File: src/design/dle_pkg.sv
package dle_pkg;

    // Framing characters
    localparam logic [7:0] CH_DLE  = 8'h10;
    localparam logic [7:0] CH_SOH  = 8'h01;
    localparam logic [7:0] CH_STX  = 8'h02;
    localparam logic [7:0] CH_ETX  = 8'h03;
    localparam logic [7:0] CH_EOT  = 8'h04;
    localparam logic [7:0] CH_ENQ  = 8'h05;
    localparam logic [7:0] CH_ACK0 = 8'h06;
    localparam logic [7:0] CH_ACK1 = 8'h08;
    localparam logic [7:0] CH_ETB  = 8'h17;

    // Receive block size and index width (index must reach BLOCK_BYTES)
    localparam int BLOCK_BYTES = 1024;
    localparam int IDX_W       = $clog2(BLOCK_BYTES + 1);

    localparam int POS_W = 10;

    // Command queue depth
    localparam int Q_DEPTH = 2;
    localparam int Q_PTR_W = (Q_DEPTH > 1) ? $clog2(Q_DEPTH) : 1;
    localparam int Q_CNT_W = $clog2(Q_DEPTH + 1);

    // Input function codes
    localparam logic [1:0] FUNC_RX      = 2'd0;
    localparam logic [1:0] FUNC_TX_DATA = 2'd1;
    localparam logic [1:0] FUNC_TX_CTRL = 2'd2;

    // Result kinds
    localparam logic [1:0] KIND_LINE = 2'd0;
    localparam logic [1:0] KIND_DATA = 2'd1;
    localparam logic [1:0] KIND_CTRL = 2'd2;

    // Back-end operations
    typedef enum logic [2:0] {
        OP_DATA       = 3'd0,  // received data byte
        OP_CTRL       = 3'd1,  // received control event
        OP_CTRL_REPLY = 3'd2,  // control event plus DLE, reply on line
        OP_TX1        = 3'd3,  // line byte
        OP_TX2        = 3'd4,  // DLE, line byte
        OP_TX3        = 3'd5   // DLE, DLE, line byte
    } t_op;

    typedef struct packed {
        t_op                op;
        logic [7:0]         value;
        logic [POS_W-1:0]   position;
        logic               overflow;
    } t_cmd;

    function automatic logic [7:0] reply_code(input logic [7:0] code);
        logic [7:0] r;
        r = 8'h00;
        case (code)
            CH_ENQ:  r = CH_ACK0;
            CH_ETB:  r = CH_ACK1;
            CH_ETX:  r = CH_EOT;
            default: r = 8'h00;
        endcase
        return r;
    endfunction

endpackage

File: src/design/dle_front.sv
module dle_front (
    input  logic              i_clk,
    input  logic              i_rst_n,
    input  logic              i_cfg_wr_en,
    input  logic              i_cfg_wr_data,
    input  logic              i_valid,
    input  logic [1:0]        i_func,
    input  logic [7:0]        i_byte_value,
    input  logic              i_q_full,
    output logic              o_ready,
    output logic              o_push,
    output dle_pkg::t_cmd     o_cmd
);

    logic                      r_auto_reply;
    logic                      r_escape;
    logic                      n_escape;
    logic [dle_pkg::IDX_W-1:0] r_index;
    logic [dle_pkg::IDX_W-1:0] n_index;
    logic                      accept;
    logic                      is_dle;
    logic                      has_reply;

    assign o_ready = !i_q_full;
    assign accept  = i_valid && o_ready;
    assign is_dle  = (i_byte_value == dle_pkg::CH_DLE);
    assign has_reply = r_auto_reply && (dle_pkg::reply_code(i_byte_value) != 8'h00);

    always_comb begin
        n_escape       = r_escape;
        n_index        = r_index;
        o_push         = 1'b0;
        o_cmd.op       = dle_pkg::OP_TX1;
        o_cmd.value    = i_byte_value;
        o_cmd.position = '0;
        o_cmd.overflow = 1'b0;
        case (i_func)
            dle_pkg::FUNC_RX: begin
                if (!r_escape && is_dle) begin
                    n_escape = 1'b1;
                end else if (is_dle || !r_escape) begin
                    // plain data or doubled DLE
                    n_escape = 1'b0;
                    o_push   = 1'b1;
                    o_cmd.op = dle_pkg::OP_DATA;
                    if (r_index < dle_pkg::IDX_W'(dle_pkg::BLOCK_BYTES)) begin
                        o_cmd.position = dle_pkg::POS_W'(r_index);
                        n_index        = r_index + 1'b1;
                    end else begin
                        o_cmd.overflow = 1'b1;
                    end
                end else begin
                    n_escape = 1'b0;
                    o_push   = 1'b1;
                    o_cmd.op = has_reply ? dle_pkg::OP_CTRL_REPLY : dle_pkg::OP_CTRL;
                    if (i_byte_value inside {dle_pkg::CH_SOH, dle_pkg::CH_STX,
                                             dle_pkg::CH_ETX, dle_pkg::CH_EOT}) begin
                        n_index = '0;
                    end
                end
            end
            dle_pkg::FUNC_TX_DATA: begin
                o_push   = 1'b1;
                o_cmd.op = is_dle ? dle_pkg::OP_TX2 : dle_pkg::OP_TX1;
            end
            dle_pkg::FUNC_TX_CTRL: begin
                o_push   = 1'b1;
                o_cmd.op = is_dle ? dle_pkg::OP_TX3 : dle_pkg::OP_TX2;
            end
            default: begin
                o_push = 1'b0;
            end
        endcase
        if (!accept) begin
            o_push   = 1'b0;
            n_escape = r_escape;
            n_index  = r_index;
        end
    end

    always_ff @(posedge i_clk) begin
        if (!i_rst_n) begin
            r_auto_reply <= 1'b1;
            r_escape     <= 1'b0;
            r_index      <= '0;
        end else begin
            if (i_cfg_wr_en) begin
                r_auto_reply <= i_cfg_wr_data;
            end
            r_escape <= n_escape;
            r_index  <= n_index;
        end
    end

endmodule

File: src/design/dle_queue.sv
module dle_queue (
    input  logic              i_clk,
    input  logic              i_rst_n,
    input  logic              i_push,
    input  dle_pkg::t_cmd     i_cmd,
    input  logic              i_pop,
    output logic              o_full,
    output logic              o_valid,
    output dle_pkg::t_cmd     o_cmd
);

    dle_pkg::t_cmd               r_mem [dle_pkg::Q_DEPTH];
    logic [dle_pkg::Q_PTR_W-1:0] r_wr_ptr;
    logic [dle_pkg::Q_PTR_W-1:0] r_rd_ptr;
    logic [dle_pkg::Q_CNT_W-1:0] r_count;
    logic                        do_pop;

    assign o_full  = (r_count == dle_pkg::Q_CNT_W'(dle_pkg::Q_DEPTH));
    assign o_valid = (r_count != '0);
    assign o_cmd   = r_mem[r_rd_ptr];
    assign do_pop  = i_pop && o_valid;

    function automatic logic [dle_pkg::Q_PTR_W-1:0] ptr_inc(
        input logic [dle_pkg::Q_PTR_W-1:0] p);
        logic [dle_pkg::Q_PTR_W-1:0] r;
        if (p == dle_pkg::Q_PTR_W'(dle_pkg::Q_DEPTH - 1)) begin
            r = '0;
        end else begin
            r = p + 1'b1;
        end
        return r;
    endfunction

    always_ff @(posedge i_clk) begin
        if (i_push) begin
            r_mem[r_wr_ptr] <= i_cmd;
        end
    end

    always_ff @(posedge i_clk) begin
        if (!i_rst_n) begin
            r_wr_ptr <= '0;
            r_rd_ptr <= '0;
            r_count  <= '0;
        end else begin
            if (i_push) begin
                r_wr_ptr <= ptr_inc(r_wr_ptr);
            end
            if (do_pop) begin
                r_rd_ptr <= ptr_inc(r_rd_ptr);
            end
            if (i_push && !do_pop) begin
                r_count <= r_count + 1'b1;
            end else if (!i_push && do_pop) begin
                r_count <= r_count - 1'b1;
            end
        end
    end

endmodule

File: src/design/dle_back.sv
module dle_back (
    input  logic                       i_clk,
    input  logic                       i_rst_n,
    input  logic                       i_cmd_valid,
    input  dle_pkg::t_cmd              i_cmd,
    output logic                       o_pop,
    input  logic                       i_ready,
    output logic                       o_valid,
    output logic [1:0]                 o_kind,
    output logic [7:0]                 o_value,
    output logic [dle_pkg::POS_W-1:0]  o_position,
    output logic                       o_overflow,
    output logic                       o_last
);

    logic [1:0]                r_step;
    logic                      out_free;
    logic                      emit;
    logic [1:0]                s_kind;
    logic [7:0]                s_value;
    logic                      s_last;

    assign out_free = !o_valid || i_ready;
    assign emit     = out_free && i_cmd_valid;
    assign o_pop    = emit && s_last;

    always_comb begin
        s_kind  = dle_pkg::KIND_LINE;
        s_value = i_cmd.value;
        s_last  = 1'b1;
        case (i_cmd.op)
            dle_pkg::OP_DATA: begin
                s_kind = dle_pkg::KIND_DATA;
            end
            dle_pkg::OP_CTRL: begin
                s_kind = dle_pkg::KIND_CTRL;
            end
            dle_pkg::OP_CTRL_REPLY: begin
                if (r_step == 2'd0) begin
                    s_kind = dle_pkg::KIND_CTRL;
                    s_last = 1'b0;
                end else if (r_step == 2'd1) begin
                    s_value = dle_pkg::CH_DLE;
                    s_last  = 1'b0;
                end else begin
                    s_value = dle_pkg::reply_code(i_cmd.value);
                end
            end
            dle_pkg::OP_TX2: begin
                if (r_step == 2'd0) begin
                    s_value = dle_pkg::CH_DLE;
                    s_last  = 1'b0;
                end
            end
            dle_pkg::OP_TX3: begin
                if (r_step != 2'd2) begin
                    s_value = dle_pkg::CH_DLE;
                    s_last  = 1'b0;
                end
            end
            default: begin
                s_kind = dle_pkg::KIND_LINE;
            end
        endcase
    end

    // position and overflow only ever nonzero on data results
    always_ff @(posedge i_clk) begin
        if (emit) begin
            o_kind     <= s_kind;
            o_value    <= s_value;
            o_position <= (i_cmd.op == dle_pkg::OP_DATA) ? i_cmd.position : '0;
            o_overflow <= (i_cmd.op == dle_pkg::OP_DATA) ? i_cmd.overflow : 1'b0;
            o_last     <= s_last;
        end
    end

    always_ff @(posedge i_clk) begin
        if (!i_rst_n) begin
            o_valid <= 1'b0;
            r_step  <= '0;
        end else begin
            if (out_free) begin
                o_valid <= i_cmd_valid;
            end
            if (emit) begin
                r_step <= s_last ? 2'd0 : r_step + 2'd1;
            end
        end
    end

endmodule

File: src/design/dle_transparent_link_framer.sv
// DLE byte-stuffing link framer.
// An input transaction is queued as one command; the back end expands it into its
// results in the output register. Throughput: one result per cycle while the output is
// not stalled; an input causes 1 to 3 results and may be taken while earlier results are
// still queued, as long as the queue is not full. Lone DLE and func 3 give no result.
// Reset (i_rst_n low, synchronous): escape flag and receive index cleared,
// auto_reply set to 1, command queue emptied, no output pending.
module dle_transparent_link_framer (
    input  logic                       i_clk,
    input  logic                       i_rst_n,
    // configuration: auto_reply register
    input  logic                       i_cfg_wr_en,
    input  logic                       i_cfg_wr_data,
    // input channel
    input  logic                       i_in_valid,
    output logic                       o_in_ready,
    input  logic [1:0]                 i_func,
    input  logic [7:0]                 i_byte_value,
    // result channel
    output logic                       o_out_valid,
    input  logic                       i_out_ready,
    output logic [1:0]                 o_kind,
    output logic [7:0]                 o_value,
    output logic [dle_pkg::POS_W-1:0]  o_position,
    output logic                       o_overflow,
    output logic                       o_last
);

    // Front end: destuffs receive bytes, tracks escape and block index,
    // and turns each input transaction, but a lone DLE or func 3, into one back-end command.
    logic          push;
    logic          q_full;
    dle_pkg::t_cmd push_cmd;

    // Queue to back end
    logic          head_valid;
    logic          pop;
    dle_pkg::t_cmd head_cmd;

    dle_front u_front (
        .i_clk         (i_clk),
        .i_rst_n       (i_rst_n),
        .i_cfg_wr_en   (i_cfg_wr_en),
        .i_cfg_wr_data (i_cfg_wr_data),
        .i_valid       (i_in_valid),
        .i_func        (i_func),
        .i_byte_value  (i_byte_value),
        .i_q_full      (q_full),
        .o_ready       (o_in_ready),
        .o_push        (push),
        .o_cmd         (push_cmd)
    );

    // Two-entry queue decouples input stalls from output stalls.
    dle_queue u_queue (
        .i_clk   (i_clk),
        .i_rst_n (i_rst_n),
        .i_push  (push),
        .i_cmd   (push_cmd),
        .i_pop   (pop),
        .o_full  (q_full),
        .o_valid (head_valid),
        .o_cmd   (head_cmd)
    );

    // Back end: expands the head command into its 1..3 result transactions,
    // one per cycle while the output is not stalled, into the output register; pops on the last one.
    dle_back u_back (
        .i_clk       (i_clk),
        .i_rst_n     (i_rst_n),
        .i_cmd_valid (head_valid),
        .i_cmd       (head_cmd),
        .o_pop       (pop),
        .i_ready     (i_out_ready),
        .o_valid     (o_out_valid),
        .o_kind      (o_kind),
        .o_value     (o_value),
        .o_position  (o_position),
        .o_overflow  (o_overflow),
        .o_last      (o_last)
    );

endmodule

File: config.mk
export PLATFORM = sky130hd
export DESIGN_NAME = dle_transparent_link_framer
export DESIGN_NICKNAME = d
export VERILOG_FILES = /design/src/design/dle_pkg.sv /design/src/design/dle_front.sv /design/src/design/dle_queue.sv /design/src/design/dle_back.sv /design/src/design/dle_transparent_link_framer.sv
export SDC_FILE = /design/constraint.sdc
export NUM_CORES = 1
export LEC_CHECK = 0
export ABC_AREA = 1
export BUFFER_PORTS_ARGS = -buffer_cell sky130_fd_sc_hd__buf_2
export CORE_MARGIN = 2
export CORE_UTILIZATION = 44
export CTS_CLUSTER_DIAMETER = 80
export DETAILED_ROUTE_END_ITERATION = 8
export GPL_ROUTABILITY_DRIVEN = 0
export SKIP_CTS_REPAIR_TIMING = 1
export SYNTH_ARGS = -nofsm -noshare
export SYNTH_HDL_FRONTEND = slang
export SYNTH_HIERARCHICAL = 1
export SYNTH_SLANG_ARGS = --single-unit
File: constraint.sdc
create_clock -name i_clk -period 3.6 [get_ports i_clk]
set_input_delay 0.18 -clock i_clk [delete_from_list [all_inputs] [get_ports i_clk]]
set_output_delay 0.18 -clock i_clk [all_outputs]
set_load 0.005 [all_outputs]
=== Yosys cells after proc, flatten, opt, wreduce, memory -nomap -nowiden ===
Memory sizes are Yosys's and may differ from the RTL's. A register that Yosys moved wholly into a read port is not among the register bits.
Cells that the tools add are included.

* Add/subtract/negate cells: 6
* Magnitude comparators: 1
* Equal/unequal tests: 20
* Mux-type cells: 41
* Bitwise operators: 1
* Reductions and logical operators: 26

{| class="wikitable"
|+ Operator list
! cell !! count
|-
| $mux W11 || 6
|-
| $mux W8 || 4
|-
| $eq A8 B2 Y1 const B || 3
|-
| $eq A8 B3 Y1 const B || 3
|-
| $eq A8 B5 Y1 const B || 3
|-
| $pmux W4 S3 || 2
|-
| $pmux W8 S3 || 1
|-
| $mux W1 || 15
|-
| $add A11 B1 Y11 const B || 1
|-
| $lt A11 B11 Y1 const B || 1
|-
| $mux W10 || 1
|-
| $mux W2 || 5
|-
| $mux W3 || 3
|-
| $pmux W3 S3 || 1
|-
| $eq A8 B1 Y1 const B || 1
|-
| $logic_and A1 B1 Y1 || 8
|-
| $reduce_bool A8 Y1 || 1
|-
| $eq A3 B3 Y1 const B || 2
|-
| $pmux W2 S3 || 1
|-
| $reduce_bool A2 Y1 || 3
|-
| $logic_not A1 Y1 || 5
|-
| $reduce_and A5 Y1 || 1
|-
| $add A2 B1 Y2 const B || 2
|-
| $eq A2 B1 Y1 const B || 2
|-
| other kinds (15) || 20
|}

* Flip-flop bits (word level): 42
* Bits in writable memories: 44
* Bits of input ports: 16
* Output and inout bits: 24
* Word-level logic and storage cells: 109
* Memories: 1

{| class="wikitable"
|+ Memories
! name !! words !! width !! read ports !! clocked after Yosys merged registers in !! wr ports !! RTL line !! RTL
|-
| u_queue.r_mem || 2 || 22 || 1 || 1 || 1 || dle_queue.sv:12 || <nowiki>dle_pkg::t_cmd r_mem [dle_pkg::Q_DEPTH];</nowiki>
|}

=== Longest topological paths before layout ===
* Word-level depth: 9
* Mapped depth: 18
* Depth with buffers taken out: 18

=== Modules after synthesis ===
Netlist, hierarchy kept.

{| class="wikitable"
|+ Modules (own cells, without submodules)
! module !! times used !! cells each !! area each (um^2) !! seq. area each (um^2)
|-
| dle_queue || 1 || 104 || 1826.8 || 1421.4
|-
| dle_front || 1 || 216 || 1355.0 || 260.2
|-
| dle_back || 1 || 124 || 1252.5 || 720.7
|}

=== Least setup slack after synthesis ===
OpenSTA, ideal clock, no wires.

* Path type: flip-flop to flip-flop
* From: reg u_front.r_escape
* To: mem u_queue/r_mem[0][0] in the netlist's numbering, enable pin
* Setup time: 0.401 ns
* Data arrival time: 2.218 ns
* Required time: 3.199 ns
* Setup slack: 0.982 ns
* Stages on the path, launching flop included: 9
* Buffers on the path: 0
* Cell sequence: dfxtp_1 inv_2 nand2_4 inv_1 nor2_1 nor2_1 nor3_1 inv_1 nor2_1

* Cells in the longest elaborated chain, start to end: 7

{| class="wikitable"
|+ RTL lines
! what !! RTL line !! RTL
|-
| start, declared || dle_front.sv:16 || <nowiki>logic r_escape;</nowiki>
|-
| start signal, assigned || dle_front.sv:90 || <nowiki>r_escape <= n_escape;</nowiki>
|-
| $logic_not A1 Y1 || dle_front.sv:39 || <nowiki>if (!r_escape && is_dle) begin</nowiki>
|-
| $logic_and A1 B1 Y1 || dle_front.sv:39 ||
|-
| $mux W1 || dle_front.sv:39 ||
|-
| $pmux W1 S2 || dle_front.sv:37 || <nowiki>case (i_func)</nowiki>
|-
| $mux W1 || dle_front.sv:74 || <nowiki>if (!accept) begin</nowiki>
|-
| named net push || dle_transparent_link_framer.sv:31 || <nowiki>logic push;</nowiki>
|-
| $mux W1 || dle_queue.sv:35 || <nowiki>if (i_push) begin</nowiki>
|-
| $mux W1 (implied by the code) || dle_queue.sv:36 || <nowiki>r_mem[r_wr_ptr] <= i_cmd;</nowiki>
|-
| end, declared || dle_queue.sv:12 ||
|}

The timed path passes the listed nets, and every way through them passes these cells.

==> summary.log <==
[outcome] outcome finished, final reports clean
[critical_path] nature of the critical path endpoint flop
[critical_path] critical path class flop to flop
[sta] Least-Margin Pin Slew 0.607 ns
[clocking] insertion delay of the later-clocked pin in the worst-skew pair 0.36 ns
[clocking] Clock Tree Root clkbuf_8
[routing] routed wire length 7890 µm
[yosys] Most used DFF post-synth edfxtp_1
[sta] final period utilization 66.4%
[placed_design] area of placed instances 4710 µm²
[clocking] Clock Sink Count 87
[yosys] area of the mapped netlist 4430 µm²
[floorplanning] full die area 10900 µm²
[yosys] Yosys top cell area share 44.7%
[sta] RSZ-0062 raised after global routing no
[layout] Syn-to-layout area delta 10.9%
[sta] worst setup margin 1.21 ns
[routing] detailed-route vias per instance 4.71
[min_path] cell count of the worst hold path 2
[global_routing] met3 Resource Use GR 2.32%
[global_routing] pin count of the biggest net entering global routing 26
[layout] share of cells above drive strength 1 29.2%
[floorplanning] area of the placeable core 9770 µm²
[pwr] peak supply drop 0.192 mV
[sta] final setup skew 0.0114 ns
[floorplanning] Die Span X 104 µm
[critical_path] ordered list of cells on the worst path mux2_2 > inv_1 > nand3_4 > nor2_4 > nor2_4 > nand2_2 > nand2_2 > inv_2 > o21a_1 > inv_1 > ha_1 > inv_1 > nand3_1 > nand2_1 > inv_1 > nor2_1
[layout] Nets 510
[yosys] sequential share of the synthesized area 54.2%
[pwr] leakage power figure 2.03 nW
[critical_path] crit path max fanout 4
[placed_design] Post-Place Setup Slack 1.23 ns
[global_routing] grt peak-use layer met2
[floorplanning] number of top-level pins 40
[global_routing] vias in the first global route 2786
[clocking] clock transition at the registers of the reported paths 0.09 ns
[clocking] buffer depth of the longest clock path 2
[clocking] htree depth 3
[critical_path] CP peak stage delay 0.41 ns
[global_routing] routing usage on met1 19.8%
[routing] via count of the routed design 2934
[yosys] largest cells by area after synthesis edfxtp_1 (45%), dfxtp_1 (9.5%), nand2_1 (6.0%), inv_1 (5.9%), mux2_2 (5.6%)
[critical_path] CP arrival 2.69 ns
[floorplanning] # rows 36
[yosys] number of instances in the synthesized netlist 444
[sta] Worst Hold Margin 0.0162 ns
[critical_path] cell with the biggest individual delay on the critical path dfxtp_1
[pwr] total power density per cell area 524 nW/µm²
[clocking] TritonCTS clock tree yes
[critical_path] length in cells of the worst reg-to-reg path 16
[critical_path] most frequent cell on the critical path inv_1
[critical_path] Setup crit start kind flop
[layout] final standard cell utilization of the core 50.3%
[yosys] yosys synthesis warning count 6
[sta] Setup TNS 0 ns
[layout] Antenna Cells 0
[floorplanning] initial standard-cell utilization of the core 45.4%
[placed_design] hpwl dp 5750 µm
[layout] Final Cell Area 4920 µm²
[sta] worst-case headroom to the max-slew limit 59.5%
[global_routing] residual overflow from global routing 0
[yosys] fraction of registers with async set or reset after synthesis 0%
[min_path] Hold WC Path Type input pin to flop
[sta] f_max 418 MHz
[critical_path] data required time of the critical path 3.90 ns
[routing] average routed wire per standard cell 12.7 µm
[critical_path] Reg2Reg Setup Slack 1.21 ns
[routing] Initial DRT Pass Iterations 4
[yosys] cell accounting for the most synthesized area edfxtp_1
[yosys] number of enable flip-flop cells after synthesis 66
[sta] setup-violating endpoint count in the final report 0
[floorplanning] height of the die 104 µm
[clocking] Inserted Clock Buffers 9
[critical_path] r2r endpoint u_queue/r_count[1]
[global_routing] met2 track demand over resource 25.4%
[routing] remaining number of nets flagged by the antenna check after routing 0
[global_routing] Total GRT Usage 15.3%
[routing] starting DRC count in detailed routing 112
[flow_run] number of violations of the max-capacitance limit 0
[sta] post-route minimum period 2.39 ns
[routing] DR DRC count 0
[sta] max-slew violations 0
[placed_design] Buffers on Ports 39
[yosys] net count after synthesis 469
[sta] final hold violation count 0
[yosys] Synth cell types 39
[yosys] Synth Area per Inst 9.99 µm²
[global_routing] initial antenna violation count 0
[global_routing] first-pass GRT wire length 13200 µm
[min_path] min-delay src i_cfg_wr_en
[yosys] #FFs+latches synth 87
[min_path] Worst Hold Endpoint u_front/r_auto_reply
==> cells in the final DEF (no fill, tap or decap), drive strengths merged, types with 9 or more instances in the layout <==
cell type   n
nor2       60
nand3      26
o21ai      11
nor3       11
ha          9
clkbuf      9
edfxtp     66
dfxtp      21
mux2       22
inv        82
buf        43
nand2      90
a21oi      18
==> Yosys cell counts (8+ instances only) <==
library cell  number
nand2_1           71
o21ai_0            8
buf_4              8
nor3_1            10
inv_1             70
a21oi_2           10
nand2_2           16
nor2_2            10
edfxtp_1          66
ha_1               9
mux2_2            22
dfxtp_1           21
nand3_1           22
nor2_1            45
==> registers in the layout (all words and copies together), names as in the netlist, 2 cells and up, named ones only <==
signal,count
u_back/o_kind,2
u_queue/r_mem,44
u_back/o_position,10
u_back/r_step,2
u_back/o_value,8
u_queue/r_count,2
u_front/r_index,11
==> cell type report <==
cell class	instances	area, µm²
inverters	78	295
multi-input cells	266	1630
flip-flops and latches	87	2400
clock buffers	9	124
fillers	928	4860
well taps	133	166
repair buffers	43	225
clock inverters	7	77.6
==> how the worst max path moves through the flow <==
stage / end / cells after the start / start / slack (ns)
floorplan: u_queue/r_mem[0][0] / 8 / u_front/r_escape / 0.98
global placement: u_queue/r_count[1] / 16 / flop / 1.29
detailed placement: u_queue/r_count[1] / 16 / flop / 1.23
CTS: u_queue/r_count[1] / 16 / flop / 1.20
global route: u_queue/r_count[1] / 16 / flop / 1.06
finish: u_queue/r_count[1] / 16 / flop / 1.21
==> per-layer routing <==
layer	part of all wire, %	up-vias
met5	0	-
met4	1.8	0
met3	2.9	13
met2	48	51
met1	48	1345
li1	-	1525
==> power by group <==
| part | internal [W] | total (W) | leakage, nW | switching [W] |
|---|---|---|---|---|
| Clock | 0.000331 | 0.000698 | 0.106 | 0.000367 |
| Sequential | 0.00125 | 0.00129 | 0.801 | 0.0000391 |
| Combinational | 0.000227 | 0.000592 | 1.13 | 0.000364 |
| Total | 0.00181 | 0.00258 | 2.03 | 0.000771 |
==> cells by family after synthesis <==
group / share of synthesized area [%]
and+or+nand+nor: 21.6
buffers and inverters: 9.17
DFF: 54.2
AOI/OAI and AO/OA: 5.90
muxes: 5.59
adders and majority gates: 2.54
xor gates and xnor gates: 0.988
==> worst max-delay path, delay by kind of cell (launching register included) <==
| kind | cells | cell delay [ns] |
|---|---|---|
| AOI/OAI and AO/OA | 1 | 0.16 |
| adders and majority gates | 1 | 0.30 |
| buffers and inverters | 5 | 0.38 |
| DFF | 1 | 0.41 |
| muxes | 1 | 0.40 |
| and+or+nand+nor | 8 | 0.68 |
==> through the flow <==
stage / cells / power (W)
after detailed placement: 607 / 0.00191
after CTS: 623 / 0.00261
after global placement: 607 / 0.00190
after global routing: 623 / 0.00273
final: 623 / 0.00258
after floorplan: 444 / 0.00173
No activity file was read; power rests on OpenSTA's default activity.
